--- config.mk ---
export PLATFORM = sky130hd
export DESIGN_NAME = bpa_ctrl
export DESIGN_NICKNAME = d
export VERILOG_FILES = /design/src/rtl/bpa_pkg.sv /design/src/rtl/bpa_ctrl.sv
export SDC_FILE = /design/constraint.sdc
export NUM_CORES = 1
export LEC_CHECK = 0
export ABC_AREA = 1
export BUFFER_PORTS_ARGS = -buffer_cell sky130_fd_sc_hd__buf_2
export CAP_MARGIN = 25
export CORE_AREA = 2 2 39 41
export CTS_CLUSTER_DIAMETER = 120
export DETAILED_ROUTE_END_ITERATION = 12
export DIE_AREA = 0 0 41 43
export GPL_TIMING_DRIVEN = 0
export PLACE_DENSITY = 0.67
export SLEW_MARGIN = 20
export SYNTH_ARGS = -nofsm -noshare
export SYNTH_HDL_FRONTEND = slang
export SYNTH_SLANG_ARGS = --single-unit
--- constraint.sdc ---
create_clock -name clk -period 1.1 [get_ports clk]
set_clock_uncertainty 0.05 [all_clocks]
set_input_delay 0.055 -clock clk [delete_from_list [all_inputs] [get_ports clk]]
set_output_delay 0.055 -clock clk [all_outputs]
set_load 0.005 [all_outputs]
--- src/rtl/bpa_pkg.sv ---
// shared types and constants of the bitmap page allocator
// used by the controller, the datapath, the top level and the checker
package bpa_pkg;

    localparam int FRAME_W            = 52;
    localparam int PAGE_CNT_W         = 13;
    localparam int CFG_IDX_W          = 1;
    localparam int CFG_DATA_W         = 52;
    localparam int S_TDATA_W          = 56;
    localparam int M_TDATA_W          = 72;
    localparam int M_PAD_W            = M_TDATA_W - FRAME_W - PAGE_CNT_W;
    localparam int DEF_MAX_PAGES      = 4096;
    localparam int DEF_REGION_PAGES   = 4096;

    typedef enum logic [CFG_IDX_W-1:0] {
        REG_BASE_PAGE,
        REG_REGION_PAGES
    } cfg_reg_t;

    typedef enum logic [1:0] {
        ST_OK,
        ST_NO_FREE,
        ST_OUT_OF_RANGE,
        ST_DOUBLE_FREE
    } alloc_status_t;

    localparam logic MODE_ALLOC = 1'b0;
    localparam logic MODE_FREE  = 1'b1;

    // map word width, keeps the row count at or below 256
    function automatic int word_bits(input int max_pages);
        return (max_pages > 16384) ? 256 : 64;
    endfunction

    typedef struct packed {
        logic          load;
        logic          sub;
        logic          rd_first;
        logic          rd_next;
        logic          rd_free;
        logic          capture;
        logic          alloc_wr;
        logic          free_wr;
        logic          respond;
        alloc_status_t code;
    } bpa_cmd_t;

    typedef struct packed {
        logic mode_free;
        logic no_free;
        logic hit;
        logic in_range;
        logic bit_set;
        logic out_free;
    } bpa_stat_t;

endpackage

--- src/rtl/bpa_ctrl.sv ---
// controller state machine of the bitmap page allocator
// depends on bpa_pkg; drives the datapath through bpa_cmd_t
module bpa_ctrl (
    input  logic                clk,
    input  logic                rst_n,
    input  logic                s_tvalid,
    output logic                s_tready,
    input  bpa_pkg::bpa_stat_t  stat,
    output bpa_pkg::bpa_cmd_t   cmd
);
    import bpa_pkg::*;

    typedef enum logic [2:0] {
        S_IDLE,
        S_DECODE,
        S_SCAN,
        S_ALLOC_WR,
        S_FREE_CHK,
        S_FREE_EVAL,
        S_RESP
    } ctrl_state_t;

    ctrl_state_t   state_reg, state_next;
    alloc_status_t code_reg, code_next;
    logic          ready_reg;

    always_comb
    begin
        cmd        = '0;
        state_next = state_reg;
        code_next  = code_reg;
        case (state_reg)
            S_IDLE:
            begin
                if (s_tvalid && ready_reg)
                begin
                    cmd.load   = 1'b1;
                    state_next = S_DECODE;
                end
            end
            S_DECODE:
            begin
                if (stat.mode_free)
                begin
                    cmd.sub    = 1'b1;
                    state_next = S_FREE_CHK;
                end
                else if (stat.no_free)
                begin
                    code_next  = ST_NO_FREE;
                    state_next = S_RESP;
                end
                else
                begin
                    cmd.rd_first = 1'b1;
                    state_next   = S_SCAN;
                end
            end
            S_SCAN:
            begin
                if (stat.hit)
                begin
                    cmd.capture = 1'b1;
                    state_next  = S_ALLOC_WR;
                end
                else
                begin
                    cmd.rd_next = 1'b1;
                end
            end
            S_ALLOC_WR:
            begin
                cmd.alloc_wr = 1'b1;
                code_next    = ST_OK;
                state_next   = S_RESP;
            end
            S_FREE_CHK:
            begin
                if (!stat.in_range)
                begin
                    code_next  = ST_OUT_OF_RANGE;
                    state_next = S_RESP;
                end
                else
                begin
                    cmd.rd_free = 1'b1;
                    state_next  = S_FREE_EVAL;
                end
            end
            S_FREE_EVAL:
            begin
                if (!stat.bit_set)
                begin
                    code_next = ST_DOUBLE_FREE;
                end
                else
                begin
                    cmd.free_wr = 1'b1;
                    code_next   = ST_OK;
                end
                state_next = S_RESP;
            end
            S_RESP:
            begin
                if (stat.out_free)
                begin
                    cmd.respond = 1'b1;
                    state_next  = S_IDLE;
                end
            end
            default:
            begin
                state_next = S_IDLE;
            end
        endcase
        cmd.code = code_reg;
    end

    always_ff @(posedge clk or negedge rst_n)
    begin
        if (!rst_n)
        begin
            state_reg <= S_IDLE;
            code_reg  <= ST_OK;
            ready_reg <= 1'b1;
        end
        else
        begin
            state_reg <= state_next;
            code_reg  <= code_next;
            ready_reg <= (state_next == S_IDLE);
        end
    end

    assign s_tready = ready_reg;

endmodule

; ---- Yosys cells after proc, flatten, opt, wreduce, memory -nomap -nowiden
; Cells that the tools add are included.
[word_totals]
ram_bits = 0
n_memories = 0
mem_bits_ro = 0
latch_bits = 0
ff_bits = 6
out_inout_bits = 12
[classes]
n_div = 0
magnitude_cmp = 0
n_mul = 0
n_eq_ne = 9
add_sub_neg = 0
mux = 29
n_bitwise = 0
reduce_logical = 6
shifts = 0
[ops]
columns = operator, count
row1 = $pmux 3 s6, 1
row2 = $mux 1, 16
row3 = $mux 3, 5
row4 = $mux 2, 6
row5 = $eq 3x3->1 const B, 3
row6 = $pmux 2 s4, 1
row7 = $eq 3x2->1 const B, 2
row8 = $logic_not 3->1, 2
row9 = $ne 2x2->1 const B, 3
row10 = $reduce_and 4->1, 1
row11 = $reduce_bool 4->1, 1
row12 = $eq 3x1->1 const B, 1
row13 = $reduce_or 2->1, 1
row14 = $logic_and 1x1->1, 1

; ---- Longest topological paths before layout
; Gate-level depths: netlist of the first run.
[logic_depth]
depth_word = 4
mapped_depth = 8
ltp_nobuf = 7

; ---- Least setup slack after synthesis of the first run
; OpenSTA, ideal clock, no wires.
[synth_timing]
path_kind = flip-flop to flip-flop
start = register state_reg[0]
end = register code_reg[0]
required_time_ns = 0.934
setup_ns = 0.116
stages_incl_launch_ff = 8
period_less_slack_ns = 1.137
arrival_time_ns = 0.970
setup_slack_ns = -0.037
cell_sequence = dfrtp_1 -> buf_6 -> nor2_2 -> nand3_2 -> nand3_2 -> inv_2 -> nand2_1 -> nand2_1
[synth_between]
elab_chain_len = 3
[synth_rtl]
columns = element, line_no
row1 = from (decl), bpa_ctrl.sv:23  ; ctrl_state_t state_reg, state_next;
row2 = from (signal assigned), bpa_ctrl.sv:129  ; state_reg <= state_next;
row3 = $eq 3x3->1 (tied with other cells), bpa_ctrl.sv:32  ; case (state_reg)
row4 = $reduce_bool 4->1 (no line) / $ne 2x2->1 (equally long branches), n/a
row5 = $reduce_and 4->1 (no line), n/a
row6 = to (signal assigned), bpa_ctrl.sv:130  ; code_reg <= code_next;
row7 = to (decl), bpa_ctrl.sv:24  ; alloc_status_t code_reg, code_next;
; Parallel ways exist; a longest one is shown, timed or not.
; A chain may end at the register's enable or synchronous reset.

==> key figures, run 1 <==
Outcome
  • Status: complete, but fails checks
  • Failing checks: setup timing

Timing
  • Slew margin rel.: 84.53%
  • Fmax: 785.6 MHz
  • Setup TNS: -1.636 ns
  • Final Max Tran Viols: 0
  • Worst Tran Pin Value: between 0.2 and 0.25 ns
  • Final setup viols: 15
  • Final min period: 1.273 ns
  • Final Hold Viols: 0
  • Setup ws final: -0.1729 ns
  • Fin crit share: 115.7%
  • RSZ-0062 raised after global routing: true

Yosys
  • Yosys top cell by area: dfrtp_1
  • Most common cell in the synthesized netlist: nand2_1
  • Yosys reg bits: 6
  • Primary FF master, synth: dfrtp_1
  • Synth area leaders: dfrtp_1 25%, nand2_1 11%, inv_1 7.6%
  • Synth top cells by count: 15 x nand2_1, 10 x inv_1, 8 x nor2_1, 6 x nand3_1, 5 x dfrtp_1
  • Seq/Total Area, Yosys: 30.79%
  • Syn nets: 78
  • Synth Warn #: 0
  • Synth top area share: about a quarter
  • Synth async-reset ratio: 100.0%
  • Syn Area/Cell: 7.126 um2
  • Post-synth EDFFs: 0
  • Synth cell types: 19
  • Post-Syn Area: ~500 um2
  • Mapped Cells: 69

Clock tree
  • Clock sink count: 6
  • CTS tree: done
  • CTS Buffer Depth: 2
  • Clock Latency Late Sink: 0.25 ns
  • CTS Buf Count: 3
  • # H-tree levels: 1
  • Clk root buf: clkbuf_4
  • Reg clk slew, reported paths: 0.05 ns

Layout
  • Area Growth Syn to Fin: 59.29%
  • Non-filler cells, final: between 100 and 150
  • Fraction of layout instances using a drive strength above 1: 58.00%
  • Max reg flops: 3
  • Ant. Diodes: 0
  • Final net count: 110
  • Fin area: 783.3 um2

Setup path
  • CP endpoint kind: output port
  • Crit-path max cell delay: 0.47 ns
  • Max stage delay cell, worst path: dfrtp_2
  • CP top delay family: flip-flops
  • Worst endpoint required time: 1.00 ns
  • Critical Path, Cell by Cell: nor2_4 > nand2_2 > nor2_2 > buf_2
  • Critical Path AT: 1.17 ns
  • CP max FO: 6
  • CP Class: reg -> out
  • FF-to-FF End: code_reg[0]
  • R2R Path Start: state_reg[1]
  • Worst R2R Setup Slack: -0.12 ns
  • Worst Setup Start Kind: register
  • Buffer and inverter count on the worst path: 1
  • Reg2Reg Depth: 7

Place
  • DP Cell Count: 105
  • Placed Area: ~620 um2
  • HPWL after detailed placement: 833 um
  • Routability-driven placement congestion ratio: 0.7638
  • Place WS: -0.08677 ns
  • IO buf count: 20

Die
  • I/O Pins: 21
  • FP Rows: 14
  • Die Span Y: 43 um
  • Core area: roughly 0.0014 mm2
  • Initial core utilization: 35.53%
  • Die ar.: 0.001763 mm2
  • Die W: 41 um

Run
  • Max_cap viols: 0

Hold path
  • Worst Hold Path Cells: 4
  • Worst min-delay path class: in -> reg
  • Hold path startpoint: stat[1]
  • Hold Path Sink: code_reg[1]

Global routing
  • All-layer global routing usage: 15.11%
  • First-pass GRT wire length: 1807 um
  • Grt total ovfl: 0
  • Initial antenna violation count: 0
  • Vias in the first global route: 494
  • Largest net degree at the start of global routing: 9

Route
  • Via count: 544
  • Antenna Violating Nets Remaining: 0
  • Initial drt markers: 7
  • Residual DRC: 0
  • Final wirelength: 1191 um
  • Drt pass-1 iters: 4
  • Wire length per cell: 10.27 um
  • Post-DR vias/cell: about 4.7

Power and ir drop
  • Total Power: 2.049 mW
  • P_leak: around 0.45 nW
  • VDD IR max: approximately 1.3 mV
  • Power per Cell Area: 2616 mW/mm2
-- tightest hold or removal path, cell delays in order --
cell and delay (ns):
buf_2 0.11, o21ai_2 0.06, nand2_1 0.05, nand2_1 0.05
-- timing repair --
item / 4_1_cts / 5_1_grt
hold buffers: 1 / 0
cloned: 0 / 0
setup endpoints to repair: 15 / 15
gates resized for setup: 14 / 7
endpoints found under the hold margin: 6 / 0
buffers inserted: 5 / 1
pin swaps: 3 / 3
-- cells by family after synthesis --
logic type	synth area share, %
and+or+nand+nor	49.62
AOI/OAI and AO/OA	3.053
buffers and inverters	16.54
DFF	30.79
-- where the power goes --
| group | internal [mW] | switching [mW] |
|---|---|---|
| Combinational | 0.616 | 0.790 |
| Sequential | 0.339 | 0.0870 |
| Clock | 0.137 | 0.0794 |
| Total | 1.09 | 0.956 |
-- how the worst max path moves through the flow --
stage                  from          end  depth (start not counted)
6_report       state_reg[1]      cmd[10]                          4
5_1_grt        state_reg[0]       cmd[7]                          3
4_1_cts        state_reg[0]      cmd[10]                          5
3_5_place_dp   state_reg[0]  code_reg[0]                          8
3_3_place_gp   state_reg[1]  code_reg[0]                          6
2_1_floorplan  state_reg[0]  code_reg[0]                          8
-- metal layers --
| metal | up-vias | global-route usage [%] | part of all wire, % |
|---|---|---|---|
| met5 | - | 0 | 0 |
| met4 | 0 | 12.00 | 0 |
| met3 | 0 | 4.712 | 3.0 |
| met2 | 10 | 23.75 | 56 |
| met1 | 260 | 15.28 | 41 |
| li1 | 274 | - | - |
-- stage by stage --
stage	hold WS, ns	utilization, %
2_1_floorplan	-0.2906	-
3_3_place_gp	-0.1694	44.57
3_5_place_dp	-0.1664	44.57
4_1_cts	0.06048	54.88
5_1_grt	0.09825	56.60
6_report	0.06676	56.60
-- area by class of cell --
type / instances / area, um2
flip-flops and latches: 6 / 152.6
inverters: 15 / 65.06
fillers: 141 / 600.6
clock buffers: 4 / 26.28
multi-input cells: 46 / 329.1
plain buffers: 2 / 22.52
repair buffers: 27 / 167.7
well taps: 16 / 20.02
-- layout by cell type, fill, tap and decap left out, types with 3 or more instances in the layout --
cell / synthesis / final
nand3_4: 2 / 3
nand2_2: 1 / 3
nand2_1: 15 / 12
dfrtp_1: 5 / 4
clkbuf_4: 0 / 3
buf_2: 0 / 20
nor2_2: 4 / 5
buf_4: 0 / 5
inv_1: 10 / 10
nor2_1: 8 / 5
nand3_1: 6 / 6
Note: power is estimated with default switching activity, not from simulation.
==> run 2: changes to the inputs <==
- GPL_TIMING_DRIVEN: 0 -> not set
==> run 2 against run 1 <==
The run still ends with setup timing left. Critical endpoint is now cmd[7]. Fmax down 7.3%. Power grew 14%. Critical path type unchanged. Non-clock buffer count increased by 10.
==> key figures, run 2 (synthesis results as in run 1) <==
Power and ir drop
  • Int Pwr: 1.262 mW (+15%)
  • Sw frac: 45.88% (-0.79 points)
  • Sequential power share: 21.5% (+0.7 points)
  • Power per Cell Area: 2640 mW/mm2 (+0.89%)
  • Comb power frac: 68.6% (about the same)
  • VDD IR max: 1.236 mV (-3.2%)
  • Clock power share: 9.9% (-0.7 points)
  • Switching power: 1.070 mW (+12%)
  • P_leak: 0.4891 nW (+8.2%)

Route
  • Residual DRC: 0 (unchanged)
  • Initial drt markers: 11 (+4)
  • Wire length per cell: 12.27 um (+20%)
  • Drt pass-1 iters: 4 (unchanged)
  • Post-DR vias/cell: 4.825 (+2.9%)
  • Via count: 608 (+12%)
  • Antenna Violating Nets Remaining: 0 (unchanged)
  • Final wirelength: 1546 um (+30%)

Clock tree
  • CTS Buf Count: 3 (unchanged)
  • Clock Latency Late Sink: 0.25 ns (about the same)
  • CTS tree: done
  • # H-tree levels: 1 (unchanged)
  • Reg clk slew, reported paths: 0.05 ns (about the same)
  • CTS Buffer Depth: 2 (unchanged)
  • Clk root buf: clkbuf_4
  • Clock sink count: 6 (unchanged)

Die
  • Core area: 0.001384 mm2 (unchanged)
  • I/O Pins: 21 (unchanged)
  • Initial core utilization: 35.53% (unchanged)
  • FP Rows: 14 (unchanged)
  • Die ar.: 0.001763 mm2 (unchanged)
  • Die Span Y: 43 um (unchanged)
  • Die W: 41 um (unchanged)

Setup path
  • Critical Path AT: 1.27 ns (+0.10 ns)
  • Worst Setup Start Kind: register
  • CP endpoint kind: output port
  • Worst endpoint required time: 1.00 ns (about the same)
  • CP Class: reg -> out
  • CP max FO: 6 (unchanged)

Layout
  • Most common cell after layout, fill and taps aside: buf_2
  • Non-filler cells, final: 126 (+8.6%)
  • Fraction of layout instances using a drive strength above 1: 69.09% (+11 points)
  • Leading cell types in the layout, fill and taps excluded: 19 x buf_2, 13 x nand2_1, 13 x buf_4
  • Area Growth Syn to Fin: 79.64%
  • Fin area: 883.3 um2 (+13%)
  • Max reg flops: 3 (unchanged)
  • Final Util: 63.83% (+7.2 points)
  • Ant. Diodes: 0 (unchanged)
  • Final net count: 120 (+9.1%)

Place
  • DP Cell Count: 109 (+3.8%)
  • Routability-driven placement congestion ratio: 0.8283 (+8.4%)
  • Placed Area: 639.4 um2 (+3.7%)
  • IO buf count: 20 (unchanged)
  • HPWL after detailed placement: 935 um (+12%)

Timing
  • Setup ws final: -0.2725 ns (-0.09958 ns)
  • Final setup viols: 15 (unchanged)
  • Fin crit share: 124.8% (+9.1 points)
  • Final Max Tran Viols: 0 (unchanged)
  • Final Hold Viols: 0 (unchanged)
  • Worst Tran Pin Value: 0.4303 ns (+0.1998 ns)
  • Slew margin rel.: 71.01% (-14 points)
  • WHS: 0.07167 ns (+0.004911 ns)
  • Final min period: 1.372 ns (+0.09958 ns)
  • Fmax: 728.6 MHz (-7.3%)
  • RSZ-0062 raised after global routing: true

Global routing
  • All-layer global routing usage: 19.55% (+4.4 points)
  • Vias in the first global route: 551 (+12%)
  • First-pass GRT wire length: 2221 um (+23%)
  • Grt total ovfl: 0 (unchanged)
  • Largest net degree at the start of global routing: 8 (-1)
  • Initial antenna violation count: 0 (unchanged)

Outcome
  • Status: complete, but fails checks
  • Failing checks: setup timing

Run
  • Max_cap viols: 0 (unchanged)

Hold path
  • Worst min-delay path class: in -> reg
==> run 2: repair_timing <==
item,in CTS,in global routing
pin swaps,5,7
gates resized for setup,13,18
buffers inserted,8,4
setup endpoints to repair,15,15
hold buffers,1,0
endpoints found under the hold margin,6,0
==> run 2: area by class of cell <==
type                            instances  area (um2)
Multi-Input combinational cell         46       352.8
Fill cell                             122       500.5
Timing Repair Buffer                   39       270.3
Clock buffer                            4       26.28
Sequential cell                         6       155.1
Inverter                               15       58.81
Tap cell                               16       20.02
==> run 2: through the flow <==
| stage | power (mW) | setup WS (ns) | TNS [ns] |
|---|---|---|---|
| 6_report | 2.332 | -0.2725 | -3.142 |
| 3_5_place_dp | 1.458 | -0.1701 | -0.9653 |
| 4_1_cts | 2.002 | -0.2475 | -2.728 |
| 2_1_floorplan | 1.186 | 0.002531 | 0 |
| 5_1_grt | 2.520 | -0.3236 | -4.064 |
| 3_3_place_gp | 1.440 | -0.1658 | -0.9049 |
==> run 2: metal layers <==
layer | global-route usage [%] | vias to the layer above | part of all wire, %
li1 | - | 296 | -
met1 | 19.21 | 280 | 35
met2 | 31.56 | 23 | 55
met3 | 3.665 | 9 | 5.1
met4 | 18.00 | 0 | 4.8
met5 | 0 | - | 0
==> run 2: power by group through the flow <==
stage / sequential, mW / clock (mW) / combinational [mW]
floorplan: 0.413 / 0 / 0.773
global placement: 0.489 / 0 / 0.951
global route: 0.515 / 0.248 / 1.76
detailed placement: 0.494 / 0 / 0.964
CTS: 0.484 / 0.245 / 1.27
finish: 0.501 / 0.231 / 1.60
==> run 2: worst max-delay path, cell delays in order, from the launching register on <==
cell,delay [ns]
dfrtp_2,0.47
buf_6,0.15
nor4_4,0.25
buf_2,0.15
==> run 2: path summary, 6_finish.rpt <==
| kind | from | end | cells after the start | slack [ns] |
|---|---|---|---|---|
| setup / recovery | state_reg[2] | cmd[7] | 3 | -0.27 |
| hold / removal | stat[1] | code_reg[0] | 4 | 0.07 |
| setup reg to reg | state_reg[2] | s_tready | 4 | -0.23 |
| hold reg to reg | code_reg[0] | code_reg[0] | 2 | 0.43 |
| max in group asynchronous | rst_n | s_tready | 2 | 0.69 |
| min in group asynchronous | rst_n | code_reg[1] | 2 | 0.09 |
==> run 3: changes to the inputs <==
- REMOVE_ABC_BUFFERS: not set -> 1
==> run 3 against run 2 <==
The flow still finishes with violations (setup timing). Critical path depth rose by 5. Highest routed layer unchanged. Final area fell by 3.1%. Critical endpoint is now code_reg[1]. Via count fell by 7.1%.
==> key figures, run 3 (synthesis results as in run 1) <==
Setup path
  • Buffer and inverter count on the worst path: 3 (+1)
  • CP endpoint kind: register
  • CP Class: reg -> reg
  • CP max FO: 7 (+1)
  • Worst R2R Setup Slack: -0.23 ns (about the same)
  • FF-to-FF End: code_reg[1]
  • Worst Setup Start Kind: register
  • Reg2Reg Depth: 8 (+4)
  • Crit-path max cell delay: 0.50 ns (+0.03 ns)
  • Critical Path AT: 1.40 ns (+0.13 ns)
  • R2R Path Start: state_reg[0]
  • Max stage delay cell, worst path: dfrtp_2
  • CP top delay family: flip-flops
  • Critical Path, Cell by Cell: buf_4 > inv_2 > nor2_4 > nand3_2 > nand3_2 > inv_2 > nand2_1 > nand2_1
  • Setup crit start: state_reg[0]
  • Worst endpoint required time: 1.17 ns (+0.17 ns)

Timing
  • Fmax: 754.6 MHz (+3.6%)
  • Worst Tran Pin Value: 0.2399 ns (-0.1904 ns)
  • RSZ-0062 raised after global routing: true
  • Final Max Tran Viols: 0 (unchanged)
  • Final Hold Viols: 0 (unchanged)
  • Fin crit share: 120.5% (-4.3 points)
  • Slew margin rel.: 84.01% (+13 points)
  • Setup ws final: -0.2253 ns (+0.04720 ns)
  • Final min period: 1.325 ns (-0.04720 ns)
  • WHS: 0.09272 ns (+0.02104 ns)
  • Final setup viols: 15 (unchanged)

Layout
  • Most common cell after layout, fill and taps aside: buf_2
  • Leading cell types in the layout, fill and taps excluded: 19 x buf_2, 14 x nand2_1, 9 x buf_4
  • Fraction of layout instances using a drive strength above 1: 65.42% (-3.7 points)
  • Final Util: 61.84% (-2.0 points)
  • Max reg flops: 3 (unchanged)
  • Area Growth Syn to Fin: 74.05%
  • Final net count: 117 (-2.5%)
  • Ant. Diodes: 0 (unchanged)

Die
  • Die Span Y: 43 um (unchanged)
  • Core area: 0.001384 mm2 (unchanged)
  • FP Rows: 14 (unchanged)
  • Die ar.: 0.001763 mm2 (unchanged)
  • Die W: 41 um (unchanged)
  • Initial core utilization: 35.53% (unchanged)
  • I/O Pins: 21 (unchanged)

Clock tree
  • Reg clk slew, reported paths: 0.04 ns (about the same)
  • Clock sink count: 6 (unchanged)
  • Clock Latency Late Sink: 0.24 ns (about the same)
  • Clk root buf: clkbuf_4
  • CTS tree: done
  • # H-tree levels: 1 (unchanged)
  • CTS Buf Count: 3 (unchanged)
  • CTS Buffer Depth: 2 (unchanged)

Hold path
  • Worst Hold Path Cells: 4 (unchanged)
  • Hold path startpoint: stat[1]
  • Worst min-delay path class: in -> reg
  • Hold Path Sink: code_reg[0]

Global routing
  • M3 GR Usage: 3.141% (-0.52 points)
  • GR Util met1: 21.33% (+2.1 points)
  • All-layer global routing usage: 19.49% (-0.062 points)
  • Initial antenna violation count: 0 (unchanged)
  • Vias in the first global route: 502 (-8.9%)
  • Met2 usage: 33.44% (+1.9 points)
  • Grt total ovfl: 0 (unchanged)
  • GRT busiest layer: met2
  • First-pass GRT wire length: 2208 um (-0.59%)
  • Largest net degree at the start of global routing: 8 (unchanged)

Power and ir drop
  • Switching power: 1.044 mW (-2.4%)
  • Power per Cell Area: 2641 mW/mm2 (about the same)
  • P_leak: 0.4690 nW (-4.1%)
  • Clock power share: 9.5% (-0.4 points)
  • Sequential power share: 23.3% (+1.8 points)
  • VDD IR max: 1.230 mV (-0.50%)
  • Int Pwr: 1.216 mW (-3.6%)
  • Comb power frac: 67.2% (-1.4 points)
  • Sw frac: 46.18% (+0.30 points)

Route
  • Drt pass-1 iters: 4 (unchanged)
  • Via count: 565 (-7.1%)
  • Initial drt markers: 6 (-5)
  • Post-DR vias/cell: 4.593 (-4.8%)
  • Wire length per cell: 11.79 um (-3.9%)
  • Antenna Violating Nets Remaining: 0 (unchanged)
  • Final wirelength: 1450 um (-6.2%)
  • Residual DRC: 0 (unchanged)

Place
  • Place WS: -0.1709 ns (-0.0007400 ns)
  • HPWL after detailed placement: 980.5 um (+4.9%)
  • IO buf count: 20 (unchanged)
  • Routability-driven placement congestion ratio: 0.8449 (+2.0%)

Outcome
  • Status: complete, but fails checks
  • Failing checks: setup timing

Run
  • Max_cap viols: 0 (unchanged)
==> run 3: changes by cell type in the layout (fill, tap and decap cells not counted), sizes merged <==
cell / before / now
inv: 15 / 14
buf: 38 / 35
clkinv: 0 / 1
==> run 3: worst min-delay path, cell delays in order <==
cell	delay [ns]
buf_2	0.09
o21ai_0	0.09
nand2_1	0.06
nand2_1	0.04
==> run 3: routing by layer <==
| metal | vias to the layer above | routed length (um) |
|---|---|---|
| met1 | 262 | 559 |
| met5 | - | 0 |
| met2 | 12 | 838 |
| li1 | 289 | - |
| met3 | 2 | 40 |
| met4 | 0 | 12 |
==> run 3: cell type report <==
cell class	count	area, um2
multi-input combinational	46	341.6
tap	16	20.02
inverter	15	61.31
fill	112	528.0
timing repair buffer	36	251.5
clock buffer	4	26.28
sequential	6	155.1
==> run 3: worst max path at each step <==
stage	endpoint	cells after the start
floorplan	code_reg[0]	7
global placement	code_reg[0]	6
detailed placement	code_reg[0]	7
CTS	cmd[5]	5
global route	cmd[5]	5
finish	code_reg[1]	8
==> run 3: per-stage QoR <==
stage / area (um2) / cells / setup TNS [ns] / total power, mW
3_3_place_gp: 649.4 / 111 / -0.7628 / 1.466
3_5_place_dp: 649.4 / 111 / -1.102 / 1.498
6_report: 855.8 / 123 / -2.762 / 2.260
4_1_cts: 814.5 / 123 / -2.255 / 2.117
2_1_floorplan: 469.2 / 67 / -0.2091 / 1.098
5_1_grt: 855.8 / 123 / -3.550 / 2.429
==> run 3: what timing repair did <==
item / 4_1_cts / 5_1_grt
gates resized for setup: 21 / 10
hold buffers: 1 / 0
setup buffers: 7 / 0
endpoints found under the hold margin: 6 / 0
setup endpoints to repair: 15 / 15
pin swaps: 2 / 5
cloned: 0 / 0
==> run 3: power groups by stage <==
| stage | clock, mW | sequential, mW | combinational (mW) |
|---|---|---|---|
| final | 0.215 | 0.527 | 1.52 |
| after global placement | 0 | 0.482 | 0.984 |
| after global routing | 0.245 | 0.539 | 1.65 |
| after detailed placement | 0 | 0.486 | 1.01 |
| after floorplan | 0 | 0.478 | 0.621 |
| after CTS | 0.223 | 0.497 | 1.40 |
